==> config.mk <==
export PLATFORM = sky130hd
export DESIGN_NAME = ffce_addr_unit
export DESIGN_NICKNAME = d
export VERILOG_FILES = /design/src/hdl/ffce_pkg.sv /design/src/hdl/ffce_addr_unit.sv
export SDC_FILE = /design/constraint.sdc
export NUM_CORES = 1
export LEC_CHECK = 0
export ABC_CLOCK_PERIOD_IN_PS = 6200
export BUFFER_PORTS_ARGS = -buffer_cell sky130_fd_sc_hd__buf_2
export CORE_MARGIN = 2
export CORE_UTILIZATION = 35
export DETAILED_ROUTE_END_ITERATION = 16
export SYNTH_ARGS = -nofsm -noshare
export SYNTH_HDL_FRONTEND = slang
export SYNTH_SLANG_ARGS = --single-unit
==> constraint.sdc <==
create_clock -name vclk -period 6.2
set_input_delay 0.62 -clock vclk [all_inputs]
set_output_delay 0.62 -clock vclk [all_outputs]
set_load 0.02 [all_outputs]
==> src/hdl/ffce_pkg.sv <==
// shared types, codes and helpers for the frame fill and copy engine
`default_nettype none

package ffce_pkg;

  localparam int X_W     = 10;
  localparam int Y_W     = 9;
  localparam int COLOR_W = 4;
  localparam int CMD_W   = 2;
  localparam int MODE_W  = 2;
  // widest row * width + column sum for any legal geometry
  localparam int SUM_W   = X_W + Y_W + 1;

  localparam int DEFAULT_MAX_WIDTH  = 640;
  localparam int DEFAULT_MAX_HEIGHT = 480;

  localparam int DISP_W_WIDE   = 640;
  localparam int DISP_W_NARROW = 320;
  localparam int DISP_H_TALL   = 480;
  localparam int DISP_H_SHORT  = 200;

  typedef logic [X_W-1:0]     xcoord_t;
  typedef logic [Y_W-1:0]     ycoord_t;
  typedef logic [COLOR_W-1:0] color_t;
  typedef logic [CMD_W-1:0]   cmd_t;
  typedef logic [MODE_W-1:0]  mode_t;

  localparam cmd_t CMD_PUT  = 2'd0;
  localparam cmd_t CMD_GET  = 2'd1;
  localparam cmd_t CMD_FILL = 2'd2;
  localparam cmd_t CMD_COPY = 2'd3;

  localparam mode_t MODE_640X480 = 2'd0;
  localparam mode_t MODE_640X200 = 2'd1;
  localparam mode_t MODE_320X200 = 2'd2;

  // active display size for the current mode
  typedef struct packed {
    xcoord_t disp_w;
    ycoord_t disp_h;
  } geom_t;

  // count of offsets from base that stay below limit, capped at len
  function automatic xcoord_t span(input xcoord_t base, input xcoord_t len,
                                   input xcoord_t limit);
    xcoord_t room;
    room = limit - base;
    if (base >= limit) begin
      span = '0;
    end else if (len < room) begin
      span = len;
    end else begin
      span = room;
    end
  endfunction

endpackage

`default_nettype wire

==> src/hdl/ffce_addr_unit.sv <==
// shared address unit: row * display width + column
`default_nettype none

module ffce_addr_unit #(
  parameter int ADDR_W = 19
) (
  input  wire ffce_pkg::ycoord_t  row,
  input  wire ffce_pkg::xcoord_t  col,
  input  wire ffce_pkg::xcoord_t  disp_w,
  output logic [ADDR_W-1:0]       addr
);

  logic [ffce_pkg::SUM_W-1:0] sum;

  always_comb begin
    sum  = ffce_pkg::SUM_W'(row) * ffce_pkg::SUM_W'(disp_w) + ffce_pkg::SUM_W'(col);
    addr = sum[ADDR_W-1:0];
  end

endmodule

`default_nettype wire

==> flow_metrics.py <==
metrics = {
    "run_status": {
        "status": "finished clean",
    },
    "critical_path": {
        "path_buf_inv": 5,
        "crit_slowest_cell": "fa_1",
        "crit_path_end_kind": "output pin",
        "cp_max_fo": 10,
        "crit_type": "in2out",
        "cp_top_family": "adder cells",
        "cp-start-kind": "input pin",
        "crit_required_ns": 5.58,
        "arrival_ns": 5.32,
        "cp_cell_sequence": "buf_2, nand2_1, fa_1, inv_1, fa_1, inv_1, fa_1, inv_1, fa_1, fa_1, ha_1, a2111oi_4, o21ai_2, a311o_1, a21oi_2, xnor2_1, buf_2",
        "max_stage_delay_ns": 0.53,
        "worst-path-stages": 17,
        "cp_common_cell": "fa_1",
    },
    "die": {
        "dieHeight_um": 103,
        "die_w_um": 103,
        "ios": 48,
        "dieArea_mm2": 0.0105,
        "start_util_pct": 36.4,
        "row_count": 35,
        "coreArea_mm2": 0.00933,
    },
    "route": {
        "initialDrtViolationCount": 82,
        "avgRoutedWirePerCell_um": 12.9,
        "route.detailed.drc": 0,
        "vias": 2724,
        "routed_wl_um": 7140,
        "drt_first_pass_iters": 4,
        "antenna_left": 0,
        "routed_via_density": 4.93,
    },
    "layout": {
        "drive_above_1_share_pct": 13.4,
        "antennaDiodeCount": 0,
        "design_area_mm2": 0.00375,
        "final_util_pct": 40.3,
        "seq_cell_count": 0,
        "nClkBuffers": 0,
        "syn2layout_area_growth_pct": 10.6,
        "fin_nets": 572,
        "regArea_um2": 0,
    },
    "global_routing": {
        "grt_pass1_vias": 2585,
        "antenna_found_initial": 0,
        "grt_usage_pct": 13.9,
        "grt_pass1_wl_um": 11900,
        "grt_max_degree": 11,
        "grt.overflow.total": 0,
    },
    "placed_design": {
        "dpl-instance-area_mm2": 0.00375,
        "io_buffers": 48,
        "place_congestion": 0.856,
        "hpwl_um": 6210,
    },
    "logic_synthesis": {
        "synthCells": 388,
        "synth.net_count": 534,
        "synth_seq_area_share_pct": 0,
        "avgSynthCellArea_um2": 8.75,
        "synthDistinctLibCells": 43,
        "ys_warn_count": 0,
        "syn_area_mm2": 0.00340,
    },
    "sta": {
        "finalCriticalPeriod_ns": 5.94,
        "worst_pin_slew_ns": 0.392,
        "maxSlewHeadroom_pct": 73.5,
        "slew_viol_final": 0,
        "tns_ns": 0,
        "finalSetupViolations": 0,
        "rsz0062_at_grt": "false",
        "finalHoldViolations": 0,
        "finalCritPeriodShare_pct": 95.7,
        "whs_ns": 1.58,
        "clock.fmax_mhz": 168,
    },
    "clocking": {
        "postCtsSetupBuffers": 0,
        "cts_hold_buffers": 0,
    },
    "min_path": {
        "min_path_cells": 3,
        "min_path_type": "in2out",
    },
    "run": {
        "drv_cap": 0,
    },
}
-- worst min-delay path: stages --
cell	delay (ns)
buf_2	0.08
ha_1	0.11
buf_2	0.15
-- metrics by stage --
| step | std cells | worst slack, ns |
|---|---|---|
| floorplan | 388 | 0.411 |
| global placement | 553 | 0.261 |
| detailed placement | 553 | 0.227 |
| CTS | 553 | 0.225 |
| global route | 553 | 0.0396 |
| finish | 553 | 0.264 |
-- layout make-up --
class / count / area, um^2
fill: 975 / 5570
inverter: 70 / 263
multi-input combinational: 305 / 3080
tap: 129 / 161
timing repair buffer: 49 / 248
-- cell families after synthesis --
group	synth area share [%]
buffers and inverters	9.40
AO/OA/AOI/OAI	10.9
XOR/XNOR	4.13
AND/OR/NAND/NOR	18.2
multiplexers	0.295
adder cells (fa/ha/maj)	57.0
-- final timing paths --
| check | from | to | slack [ns] |
|---|---|---|---|
| worst min-delay path | col[0] | addr[0] | 1.58 |
| worst max-delay path | row[0] | addr[12] | 0.26 |
-- cell usage after synthesis (5+ instances only) --
master | count | share of area (%)
and2_1 | 47 | 8.7
a21oi_1 | 12 | 1.8
o21ai_0 | 6 | 0.88
ha_1 | 54 | 20
inv_1 | 70 | 7.7
xor2_1 | 6 | 1.5
nand3_1 | 5 | 0.74
a21o_1 | 11 | 2.4
nand2_1 | 48 | 5.3
fa_1 | 63 | 37
clkbuf_1 | 12 | 1.3
xnor2_1 | 10 | 2.6
nor2_1 | 7 | 0.77
-- what timing repair did --
| action | CTS | global route |
|---|---|---|
| endpoints found under the hold margin | 0 | 0 |
| setup endpoints to repair | 0 | 1 |
| gates resized for setup | 0 | 1 |
-- cell usage in the layout (no fill, tap or decap), drive strengths merged, types with 2 or more instances in the layout --
| master | instances |
|---|---|
| ha | 54 |
| a21o | 11 |
| buf | 49 |
| a21oi | 13 |
| a31o | 2 |
| a31oi | 2 |
| o21bai | 2 |
| fa | 63 |
| inv | 70 |
| nor3b | 2 |
| nand3 | 5 |
| a211oi | 2 |
| and2 | 47 |
| xnor2 | 10 |
| nor2b | 2 |
| xor2 | 6 |
| nor2 | 7 |
| nand2 | 48 |
| nand2b | 2 |
| and3 | 2 |
| o21ai | 7 |
-- layer usage --
metal | track usage [%] | routed length [um] | vias to the layer above
met5 | 0 | 0 | -
met4 | 0.103 | 0 | 0
met3 | 0.271 | 157 | 0
met2 | 25.2 | 3710 | 42
met1 | 19.7 | 3280 | 1379
li1 | - | - | 1303
Power is left out: the tool's default activity adds up to more than one toggle a clock period on the data nets, which glitch-free logic cannot reach.
