==> src/hdl/ffce_pkg.sv <==
// shared types, codes and helpers for the frame fill and copy engine
`default_nettype none

package ffce_pkg;

  localparam int X_W     = 10;
  localparam int Y_W     = 9;
  localparam int COLOR_W = 4;
  localparam int CMD_W   = 2;
  localparam int MODE_W  = 2;
  // widest row * width + column sum for any legal geometry
  localparam int SUM_W   = X_W + Y_W + 1;

  localparam int DEFAULT_MAX_WIDTH  = 640;
  localparam int DEFAULT_MAX_HEIGHT = 480;

  localparam int DISP_W_WIDE   = 640;
  localparam int DISP_W_NARROW = 320;
  localparam int DISP_H_TALL   = 480;
  localparam int DISP_H_SHORT  = 200;

  typedef logic [X_W-1:0]     xcoord_t;
  typedef logic [Y_W-1:0]     ycoord_t;
  typedef logic [COLOR_W-1:0] color_t;
  typedef logic [CMD_W-1:0]   cmd_t;
  typedef logic [MODE_W-1:0]  mode_t;

  localparam cmd_t CMD_PUT  = 2'd0;
  localparam cmd_t CMD_GET  = 2'd1;
  localparam cmd_t CMD_FILL = 2'd2;
  localparam cmd_t CMD_COPY = 2'd3;

  localparam mode_t MODE_640X480 = 2'd0;
  localparam mode_t MODE_640X200 = 2'd1;
  localparam mode_t MODE_320X200 = 2'd2;

  // active display size for the current mode
  typedef struct packed {
    xcoord_t disp_w;
    ycoord_t disp_h;
  } geom_t;

  // count of offsets from base that stay below limit, capped at len
  function automatic xcoord_t span(input xcoord_t base, input xcoord_t len,
                                   input xcoord_t limit);
    xcoord_t room;
    room = limit - base;
    if (base >= limit) begin
      span = '0;
    end else if (len < room) begin
      span = len;
    end else begin
      span = room;
    end
  endfunction

endpackage

`default_nettype wire

==> src/hdl/ffce_ctrl.sv <==
// command sequencer: clear pass, clipping, pixel walk and result register
`default_nettype none

module ffce_ctrl #(
  parameter int MAX_WIDTH  = ffce_pkg::DEFAULT_MAX_WIDTH,
  parameter int MAX_HEIGHT = ffce_pkg::DEFAULT_MAX_HEIGHT
) (
  input  wire logic                                    clk,
  input  wire logic                                    rst,
  input  wire logic                                    in_valid,
  output logic                                         in_ready,
  input  wire ffce_pkg::cmd_t                          command,
  input  wire ffce_pkg::xcoord_t                       x_pos,
  input  wire ffce_pkg::ycoord_t                       y_pos,
  input  wire ffce_pkg::xcoord_t                       rect_width,
  input  wire ffce_pkg::ycoord_t                       rect_height,
  input  wire ffce_pkg::xcoord_t                       src_x,
  input  wire ffce_pkg::ycoord_t                       src_y,
  input  wire ffce_pkg::color_t                        color,
  output logic                                         out_valid,
  input  wire logic                                    out_ready,
  output ffce_pkg::color_t                             pixel_color,
  input  wire ffce_pkg::geom_t                         geom,
  output ffce_pkg::ycoord_t                            row,
  output ffce_pkg::xcoord_t                            col,
  input  wire logic [$clog2(MAX_WIDTH*MAX_HEIGHT)-1:0] addr,
  output logic                                         mem_we,
  output logic [$clog2(MAX_WIDTH*MAX_HEIGHT)-1:0]      mem_waddr,
  output ffce_pkg::color_t                             mem_wdata,
  output logic                                         mem_re,
  output logic [$clog2(MAX_WIDTH*MAX_HEIGHT)-1:0]      mem_raddr,
  input  wire ffce_pkg::color_t                        mem_rdata
);

  localparam int DEPTH  = MAX_WIDTH * MAX_HEIGHT;
  localparam int ADDR_W = $clog2(DEPTH);

  typedef enum logic [3:0] {
    S_CLEAR,
    S_IDLE,
    S_SIZE,
    S_PLACE,
    S_PUT,
    S_GET_RD,
    S_FILL,
    S_CP_RD,
    S_CP_WR,
    S_FINISH
  } state_t;

  state_t              state;
  logic [ADDR_W-1:0]   clr_cnt;

  ffce_pkg::cmd_t      cmd;
  ffce_pkg::xcoord_t   x0, x1, rw;
  ffce_pkg::ycoord_t   y0, y1, rh;
  ffce_pkg::color_t    fill_color;
  logic                back;
  logic                hit;
  ffce_pkg::xcoord_t   cw, last_x, cnt_x;
  ffce_pkg::ycoord_t   ch, cnt_y;
  ffce_pkg::xcoord_t   dcol, scol, dcol_first, scol_first;
  ffce_pkg::ycoord_t   drow, srow;

  ffce_pkg::xcoord_t   spx_d, spx_s;
  ffce_pkg::ycoord_t   spy_d, spy_s;
  ffce_pkg::xcoord_t   cw_m1;
  ffce_pkg::ycoord_t   ch_m1;

  ffce_pkg::xcoord_t   cnt_x_next, dcol_next, scol_next;
  ffce_pkg::ycoord_t   cnt_y_next, drow_next, srow_next;
  logic                walk_last;

  // clipped spans against the active display
  always_comb begin
    spx_d = ffce_pkg::span(x0, rw, geom.disp_w);
    spx_s = ffce_pkg::span(x1, rw, geom.disp_w);
    spy_d = ffce_pkg::ycoord_t'(ffce_pkg::span({1'b0, y0}, {1'b0, rh}, {1'b0, geom.disp_h}));
    spy_s = ffce_pkg::ycoord_t'(ffce_pkg::span({1'b0, y1}, {1'b0, rh}, {1'b0, geom.disp_h}));
    cw_m1 = cw - 10'd1;
    ch_m1 = ch - 9'd1;
  end

  // raster walk, forward or from bottom-right
  always_comb begin
    walk_last  = (cnt_x == '0) && (cnt_y == '0);
    cnt_x_next = cnt_x - 10'd1;
    cnt_y_next = cnt_y;
    dcol_next  = back ? dcol - 10'd1 : dcol + 10'd1;
    scol_next  = back ? scol - 10'd1 : scol + 10'd1;
    drow_next  = drow;
    srow_next  = srow;
    if (cnt_x == '0) begin
      cnt_x_next = last_x;
      cnt_y_next = cnt_y - 9'd1;
      dcol_next  = dcol_first;
      scol_next  = scol_first;
      drow_next  = back ? drow - 9'd1 : drow + 9'd1;
      srow_next  = back ? srow - 9'd1 : srow + 9'd1;
    end
  end

  always_comb begin
    in_ready  = (state == S_IDLE);
    row       = (state == S_CP_RD) ? srow : drow;
    col       = (state == S_CP_RD) ? scol : dcol;
    mem_we    = (state == S_CLEAR) || (state == S_PUT) || (state == S_FILL) ||
                (state == S_CP_WR);
    mem_waddr = (state == S_CLEAR) ? clr_cnt : addr;
    mem_wdata = (state == S_CLEAR) ? '0 :
                (state == S_CP_WR) ? mem_rdata : fill_color;
    mem_re    = (state == S_GET_RD) || (state == S_CP_RD);
    mem_raddr = addr;
  end

  always_ff @(posedge clk) begin
    if (rst) begin
      state     <= S_CLEAR;
      clr_cnt   <= '0;
      out_valid <= 1'b0;
    end else begin
      if (out_valid && out_ready && (state != S_FINISH)) begin
        out_valid <= 1'b0;
      end
      case (state)
        S_CLEAR: begin
          clr_cnt <= clr_cnt + 1'b1;
          if (clr_cnt == ADDR_W'(DEPTH - 1)) begin
            state <= S_IDLE;
          end
        end
        S_IDLE: begin
          if (in_valid) begin
            cmd        <= command;
            x0         <= x_pos;
            y0         <= y_pos;
            rw         <= rect_width;
            rh         <= rect_height;
            x1         <= src_x;
            y1         <= src_y;
            fill_color <= color;
            state      <= S_SIZE;
          end
        end
        S_SIZE: begin
          hit  <= 1'b0;
          back <= (cmd == ffce_pkg::CMD_COPY) && ((y0 > y1) || ((y0 == y1) && (x0 > x1)));
          case (cmd)
            ffce_pkg::CMD_PUT, ffce_pkg::CMD_GET: begin
              cw <= (x0 < geom.disp_w) ? 10'd1 : 10'd0;
              ch <= (y0 < geom.disp_h) ? 9'd1 : 9'd0;
            end
            ffce_pkg::CMD_FILL: begin
              cw <= spx_d;
              ch <= spy_d;
            end
            default: begin
              cw <= (spx_s < spx_d) ? spx_s : spx_d;
              ch <= (spy_s < spy_d) ? spy_s : spy_d;
            end
          endcase
          state <= S_PLACE;
        end
        S_PLACE: begin
          if ((cw == '0) || (ch == '0)) begin
            state <= S_FINISH;
          end else begin
            hit    <= 1'b1;
            cnt_x  <= cw_m1;
            last_x <= cw_m1;
            cnt_y  <= ch_m1;
            if (back) begin
              dcol       <= x0 + cw_m1;
              scol       <= x1 + cw_m1;
              dcol_first <= x0 + cw_m1;
              scol_first <= x1 + cw_m1;
              drow       <= y0 + ch_m1;
              srow       <= y1 + ch_m1;
            end else begin
              dcol       <= x0;
              scol       <= x1;
              dcol_first <= x0;
              scol_first <= x1;
              drow       <= y0;
              srow       <= y1;
            end
            case (cmd)
              ffce_pkg::CMD_PUT:  state <= S_PUT;
              ffce_pkg::CMD_GET:  state <= S_GET_RD;
              ffce_pkg::CMD_FILL: state <= S_FILL;
              default:            state <= S_CP_RD;
            endcase
          end
        end
        S_PUT: begin
          state <= S_FINISH;
        end
        S_GET_RD: begin
          state <= S_FINISH;
        end
        S_FILL, S_CP_WR: begin
          cnt_x <= cnt_x_next;
          cnt_y <= cnt_y_next;
          dcol  <= dcol_next;
          scol  <= scol_next;
          drow  <= drow_next;
          srow  <= srow_next;
          if (walk_last) begin
            state <= S_FINISH;
          end else if (state == S_CP_WR) begin
            state <= S_CP_RD;
          end
        end
        S_CP_RD: begin
          state <= S_CP_WR;
        end
        S_FINISH: begin
          // hold the result until the previous one is taken
          if (!out_valid || out_ready) begin
            out_valid   <= 1'b1;
            pixel_color <= ((cmd == ffce_pkg::CMD_GET) && hit) ? mem_rdata : '0;
            state       <= S_IDLE;
          end
        end
        default: begin
          state <= S_IDLE;
        end
      endcase
    end
  end

  a_write_in_display: assert property (@(posedge clk) disable iff (rst)
    (mem_we && (state != S_CLEAR)) |-> ((dcol < geom.disp_w) && (drow < geom.disp_h)))
    else $error("pixel write outside the display");

  a_read_in_display: assert property (@(posedge clk) disable iff (rst)
    mem_re |-> ((col < geom.disp_w) && (row < geom.disp_h)))
    else $error("pixel read outside the display");

  a_addr_in_store: assert property (@(posedge clk) disable iff (rst)
    mem_we |-> ({1'b0, mem_waddr} < (ADDR_W + 1)'(DEPTH)))
    else $error("write address beyond the frame store");

  a_copy_read_first: assert property (@(posedge clk) disable iff (rst)
    (state == S_CP_WR) |-> ($past(state) == S_CP_RD))
    else $error("copy write without a source read");

  a_busy_after_request: assert property (@(posedge clk) disable iff (rst)
    (in_valid && in_ready) |=> !in_ready)
    else $error("sequencer ready right after taking a request");

endmodule

`default_nettype wire

==> config.mk <==
export PLATFORM = sky130hd
export DESIGN_NAME = ffce_ctrl
export DESIGN_NICKNAME = d
export VERILOG_FILES = /design/src/hdl/ffce_pkg.sv /design/src/hdl/ffce_ctrl.sv
export SDC_FILE = /design/constraint.sdc
export NUM_CORES = 1
export LEC_CHECK = 0
export ABC_CLOCK_PERIOD_IN_PS = 5750
export BUFFER_PORTS_ARGS = -buffer_cell sky130_fd_sc_hd__buf_4
export CORE_MARGIN = 3
export CORE_UTILIZATION = 40
export CTS_BUF_LIST = sky130_fd_sc_hd__clkbuf_8
export CTS_CLUSTER_SIZE = 40
export DETAILED_ROUTE_END_ITERATION = 10
export SETUP_SLACK_MARGIN = 0.5
export SYNTH_ARGS = -nofsm -noshare
export SYNTH_HDL_FRONTEND = slang
export SYNTH_SLANG_ARGS = --single-unit
==> constraint.sdc <==
create_clock -name clk -period 5.75 [get_ports clk]
set_input_delay 0.2875 -clock clk [delete_from_list [all_inputs] [get_ports clk]]
set_output_delay 0.2875 -clock clk [all_outputs]
set_load 0.02 [all_outputs]
==> results of run 1 <==
==> logic make-up (layout without fill, tap and decap cells) <==
kind of cell / count (synthesis) / in the layout / share of synthesized area
simple gates: 479 / 479 / 0.143
compound gates: 433 / 434 / 0.177
mux: 66 / 66 / 0.0451
buf+inv: 178 / 438 / 0.0471
xor+xnor: 124 / 124 / 0.0692
other cells: 0 / 1 / 0
fa+ha+maj: 189 / 189 / 0.155
flops: 199 / 199 / 0.363
==> worst min path at each step <==
| stage | start | endpoint | slack (ps) |
|---|---|---|---|
| global route | mem_rdata[2] | pixel_color[2] | 30 |
| global placement | y_pos[2] | y0[2] | 470 |
| CTS | mem_rdata[2] | pixel_color[2] | 30 |
| floorplan | command[0] | cmd[0] | 390 |
| detailed placement | rect_height[3] | rh[3] | 470 |
| finish | mem_rdata[2] | pixel_color[2] | 60 |
==> per-layer routing <==
layer / vias up / part of all wire / track usage
li1: 6569 / - / -
met1: 6315 / 0.47 / 0.289
met2: 257 / 0.48 / 0.345
met3: 36 / 0.033 / 0.0240
met4: 0 / 0.016 / 0.0479
met5: - / 0 / 0
==> flip-flops by register name, summed over array words and instances, names as in the netlist, 10 cells and up <==
register	flops
dcol_first	10
scol_first	10
x1	10
rw	10
cnt_x	10
scol	10
clr_cnt	19
last_x	10
cw	10
x0	10
dcol	10
==> placed cells by master (no fill, tap or decap), types with 10 or more instances in the layout <==
cell type,Yosys,final
nand4_1,18,18
nor2_1,157,151
a211oi_1,19,15
a21o_1,43,43
buf_4,19,230
nor3_1,36,36
a21oi_2,0,13
nand3_1,31,29
inv_1,111,106
o211ai_1,13,13
o21ai_0,104,95
ha_1,177,172
edfxtp_1,175,175
a21oi_1,135,121
clkbuf_8,0,17
and2_1,10,10
dlygate4sd3_1,0,63
nand2b_1,20,19
nor2b_1,29,28
o21a_1,19,19
xnor2_1,75,74
mux2_2,41,40
nand2_1,125,125
fa_1,12,10
or3_1,15,15
mux2i_1,25,25
xor2_1,48,46
dfxtp_1,24,24
==> per-stage QoR <==
| stage | utilization | hold slack [ps] |
|---|---|---|
| after CTS | 0.489 | 28.4 |
| after global placement | 0.455 | 466 |
| after floorplan | - | 386 |
| after detailed placement | 0.455 | 467 |
| after global routing | 0.496 | 29.7 |
| final | 0.496 | 59.0 |
==> power by group through the flow <==
stage	registers [mW]	logic [mW]	clock network, mW
CTS	1.56	0.478	1.00
global placement	1.59	0.411	0
floorplan	1.59	0.269	0
global route	1.56	0.562	1.05
detailed placement	1.59	0.416	0
finish	1.56	0.514	0.975
==> final cells by class <==
class                      instances  area (sq um)  area share
sequential                       199          5740       0.298
tap                              518           648      0.0336
clock buffer                      17           234      0.0121
clock inverter                    15           179     0.00929
inverter                         111           417      0.0216
multi-input combinational       1292          9670       0.502
timing repair buffer             295          2380       0.124
antenna                            1          2.50    0.000130
==> worst max-delay path: cells and delay by family (launching register included) <==
kind | cells | cell delay (ps)
flops | 1 | 430
buf+inv | 3 | 330
simple gates | 8 | 1660
mux | 1 | 210
fa+ha+maj | 3 | 690
compound gates | 9 | 1820
==> timing repair <==
action | 4_1_cts | 5_1_grt
setup endpoints to repair | 18 | 19
endpoints found under the hold margin | 63 | 0
setup buffers | 15 | 15
resized for setup | 25 | 45
hold buffers | 63 | 0
pin swaps | 6 | 19
gates cloned | 1 | 0
==> results_dict.tcl, run 1 <==
set metrics [dict create \
    outcome "completed" \
    cts-root-buf "clkbuf_8" \
    dp.cells 2321 \
    crit_path_frequent_cell "ha_4" \
    synth_most_common_cell "ha_1" \
    switching_share 0.283 \
    dieWidth_um 205 \
    ys_warn_count 0 \
    ant_nets 0 \
    worst_pin_slew_ps 1150 \
    synth_edf_count 175 \
    powerDensity_nw_per_um2 158 \
    max-cap-violations 0 \
    synthArstFlopShare 0 \
    internal_power_mw 2.19 \
    num-fill-cells 3569 \
    startpoint "x0[1]" \
    syn_area_per_cell_sq_um 9.47 \
    grt.overflow.total 0 \
    ir_drop_mv 0.145 \
    drc 0 \
    timing.rr.start "x0[1]" \
    cts_buffers 17 \
    clock-sinks 199 \
    clk_latency_ps 520 \
    num_vias 13200 \
    slowest_delay_ps 580 \
    synth_seq_area_share 0.363 \
    min_period_ps 5420 \
    initial_core_util 0.407 \
    power_mw 3.05 \
    ys_ff_latch 199 \
    placed_cell_area_sq_um 17700 \
    startpoint_type "flop" \
    synthCells 1668 \
    hp-class "input port to flop" \
    yosys-top-cells-count "177 x ha_1, 175 x edfxtp_1, 157 x nor2_1, 135 x a21oi_1, 125 x nand2_1" \
    antenna_found_initial 0 \
    nets 2214 \
    die_area_sq_um 41900 \
    rr_worst_depth 24 \
    yosysUniqueCellTypes 77 \
    grt_pass1_vias 12700 \
    synthesis.nets 1966 \
    fmax_ghz 0.185 \
    worst_slack_ps 332 \
    endpoint_kind "flop" \
    drtIter0Drc 1016 \
    worst_ep_required_time_ps 5990 \
    hpwl_um 33700 \
    grt_pass1_wl_um 68600 \
    grt_max_degree 89 \
    setup_viol_count_final 0 \
    drive_gt1_frac 0.200 \
    die_h_um 205 \
    cts_tree "built" \
    portBuffers 177 \
    critical_path_arrival_ps 5660 \
    layout.cells.non_filler 2448 \
    relSlewSlack 0.234 \
    cts_max_level 4 \
    core-area_sq_um 38800 \
    synth_top_area_cell "edfxtp_1" \
    gp_congestion 0.928 \
    synth_top_area_share 0.333 \
    clock_path_buffers 2 \
    netlist_area_sq_um 15800 \
    critPathKind "flop to flop" \
    wire_per_inst_um 18.2 \
    seqPwrFrac 0.512 \
    post-place-ws_ps 77.5 \
    rsz0062_at_grt "true" \
    area_delta_synth_final_pct 22.0 \
    r2r-end "cw[4]" \
    slew_viol_final 0 \
    r2r_slack_ps 330 \
    hold_violations 0 \
    cp_cell_sequence "inv_2 -> ha_4 -> nor2b_4 -> o21ai_2 -> a21oi_2 -> o41a_1 -> or4_4 -> nand3_4 -> inv_2 -> ha_4 -> nand3_2 -> o21a_1 -> a31oi_1 -> buf_4 -> mux2i_1 -> nand2b_1 -> ha_4 -> and3_4 -> a221o_1 -> a21oi_2 -> nor2_2 -> or4b_4 -> o21ai_4 -> o32ai_2" \
    p_leak_nw 8.04 \
    fin_area_sq_um 19300 \
    crit_path_end "cw[4]" \
    drt_wl_total_um 44600 \
    cp_max_fo 6 \
    switching_power_uw 864 \
    pwr-share-comb 0.169 \
    synthTopCellsByArea "edfxtp_1 33%, ha_1 14%, a21oi_1 4.3%, xnor2_1 4.2%, nor2_1 3.7%" \
    rows 72 \
    tns_ps 0 \
    ios 178 \
    fin_skew_ps 38.1 \
    whs_path_depth 2 \
    pwr-share-clk 0.320 \
    synth_ff_type "edfxtp_1" \
    first_pass_iters 5 \
    crit_slowest_cell "or4b_4" \
    clk_pin_slew_ps 120 \
    finalCritPeriodShare 0.942 \
    grt_usage 0.207 \
    vias_per_cell 5.38 \
]
(Power assumes the default switching activity.)
==> inputs of run 2 (changes only) <==
--- a/config.mk
+++ b/config.mk
@@ -12,7 +12,6 @@
 export CTS_BUF_LIST = sky130_fd_sc_hd__clkbuf_8
 export CTS_CLUSTER_SIZE = 40
 export DETAILED_ROUTE_END_ITERATION = 10
-export SETUP_SLACK_MARGIN = 0.5
 export SYNTH_ARGS = -nofsm -noshare
 export SYNTH_HDL_FRONTEND = slang
 export SYNTH_SLANG_ARGS = --single-unit
==> run 2 against run 1 <==
  * Register-to-register slack got worse by 60 ps
  * Flip-flop and latch count did not move
  * Via count rose by 0.20%
  * Setup slack got worse by 55 ps
  * Clock skew fell by 13 ps
  * Final area fell by 1.9%
  * Clock power fell by 2.6%
  * Sequential share of layout area rose by 0.58 points
  * Global-route usage rose by 0.061 points
  * First-iteration DRC count fell by 8.3%
  * Routed wire length fell by 2.0%
  * Non-clock buffer count fell by 11
  * Critical path type unchanged
  * Critical endpoint is now cw[0]
==> results_dict.tcl, run 2 (synthesized netlist as in run 1, its figures left out) <==
set metrics [dict create \
    worst_ep_required_time_ps 6000 \
    antenna_found_initial 0 \
    outcome "completed" \
    final_cell_mix "220 x buf_4, 177 x ha_1, 175 x edfxtp_1" \
    slew_viol_final 0 \
    fmax_ghz 0.183 \
    max-cap-violations 0 \
    p_leak_nw 7.93 \
    ir_drop_mv 0.145 \
    critical_path_arrival_ps 5720 \
    clock-sinks 199 \
    dieWidth_um 205 \
    hpwl_um 33900 \
    min_period_ps 5470 \
    critPathBufInv 3 \
    hp-class "input port to flop" \
    die_area_sq_um 41900 \
    layout_commonest_cell "buf_4" \
    power_mw 2.98 \
    num-fill-cells 3607 \
    fin_skew_ps 24.9 \
    relSlewSlack 0.232 \
    largest_reg_flops 19 \
    crit_path_frequent_cell "ha_1" \
    cts_max_level 4 \
    pwr-share-clk 0.319 \
    endpoint_kind "flop" \
    clk_pin_slew_ps 110 \
    cts-root-buf "clkbuf_8" \
    drt_wl_total_um 43700 \
    cp_max_fo 4 \
    busiest_layer "met2" \
    num_vias 13200 \
    clk_latency_ps 520 \
    crit_slowest_cell "or4b_4" \
    finalCritPeriodShare 0.952 \
    first_pass_iters 5 \
    drtIter0Drc 932 \
    switching_share 0.287 \
    wire_per_inst_um 18.0 \
    nets 2202 \
    use_met2 0.342 \
    layout.cells.non_filler 2435 \
    rows 72 \
    pwr-share-comb 0.157 \
    grt_pass1_vias 12900 \
    portBuffers 177 \
    hold_slack_ps 59.2 \
    worst_pin_slew_ps 1150 \
    powerDensity_nw_per_um2 158 \
    worst_slack_ps 276 \
    regMostFlops "clr_cnt" \
    cpLargestDelayFamily "compound AO/OA/AOI/OAI gates" \
    drc 0 \
    placed_cell_area_sq_um 17800 \
    dp.cells 2335 \
    hold_violations 0 \
    vias_per_cell 5.42 \
    internal_power_mw 2.13 \
    switching_power_uw 855 \
    grt_util_met3 0.0262 \
    critPathKind "flop to flop" \
    grt_pass1_wl_um 68700 \
    use_met1 0.289 \
    grt.overflow.total 0 \
    post-place-ws_ps 15.5 \
    die_h_um 205 \
    ant_nets 0 \
    drive_gt1_frac 0.172 \
    grt_max_degree 64 \
    area_delta_synth_final_pct 19.6 \
    fin_area_sq_um 18900 \
    core-area_sq_um 38800 \
    startpoint_type "flop" \
    slowest_delay_ps 530 \
    initial_core_util 0.407 \
    setup_viol_count_final 0 \
    clock_path_buffers 2 \
    seqPwrFrac 0.524 \
    grt_usage 0.208 \
    gp_congestion 0.923 \
    cts_tree "built" \
    ios 178 \
    diodes 0 \
    cts_buffers 17 \
]
run 2: cell count changes in the layout (fill, tap and decap cells not counted), moves of 4 or more:
cell	previous run	this run
o21ai_1	8	3
nor2_1	151	155
a21oi_1	121	131
a21oi_2	13	3
ha_4	4	0
buf_4	230	220
o21ai_0	95	102
o32ai_1	5	10
o32ai_2	5	0
nor2_2	7	3
ha_1	172	177
run 2: worst paths after layout:
check / depth (start not counted) / start / slack, ps / to
worst max register to register: 25 / x0[1] / 280 / cw[0]
worst min register to register: 2 / clr_cnt[7] / 520 / clr_cnt[7]
worst max-delay path: 25 / x0[1] / 280 / cw[0]
worst min-delay path: 2 / mem_rdata[2] / 60 / pixel_color[2]
run 2: routing by layer:
layer	wire [um]	vias up	share of wire
met5	0	-	0
met4	837	0	0.019
met3	1690	47	0.039
met2	20900	305	0.48
met1	20300	6299	0.46
li1	-	6553	-
run 2: final cells by class:
cell class | count | area, sq um | share of cell area
timing repair buffer | 284 | 2290 | 0.121
clock buffer | 17 | 234 | 0.0124
sequential | 199 | 5740 | 0.304
tap | 518 | 648 | 0.0343
clock inverter | 15 | 176 | 0.00934
inverter | 111 | 417 | 0.0220
multi-input combinational | 1291 | 9390 | 0.497
run 2: through the flow:
step	setup TNS (ps)	utilization
5_1_grt	-94.0	0.487
4_1_cts	0	0.485
3_3_place_gp	0	0.458
3_5_place_dp	0	0.458
2_1_floorplan	0	-
6_report	0	0.487
run 2: power by group through the flow:
| stage | clock network [mW] | logic, mW | registers (mW) |
|---|---|---|---|
| after global routing | 1.03 | 0.518 | 1.56 |
| after global placement | 0 | 0.419 | 1.59 |
| after CTS | 0.979 | 0.461 | 1.56 |
| after floorplan | 0 | 0.266 | 1.59 |
| final | 0.950 | 0.469 | 1.56 |
| after detailed placement | 0 | 0.423 | 1.59 |
run 2: repair_timing:
item / in CTS / in global routing
setup endpoints to repair: 0 / 18
hold endpoints to repair: 63 / 0
setup buffers: 0 / 5
gates resized for setup: 0 / 13
hold buffers: 63 / 0
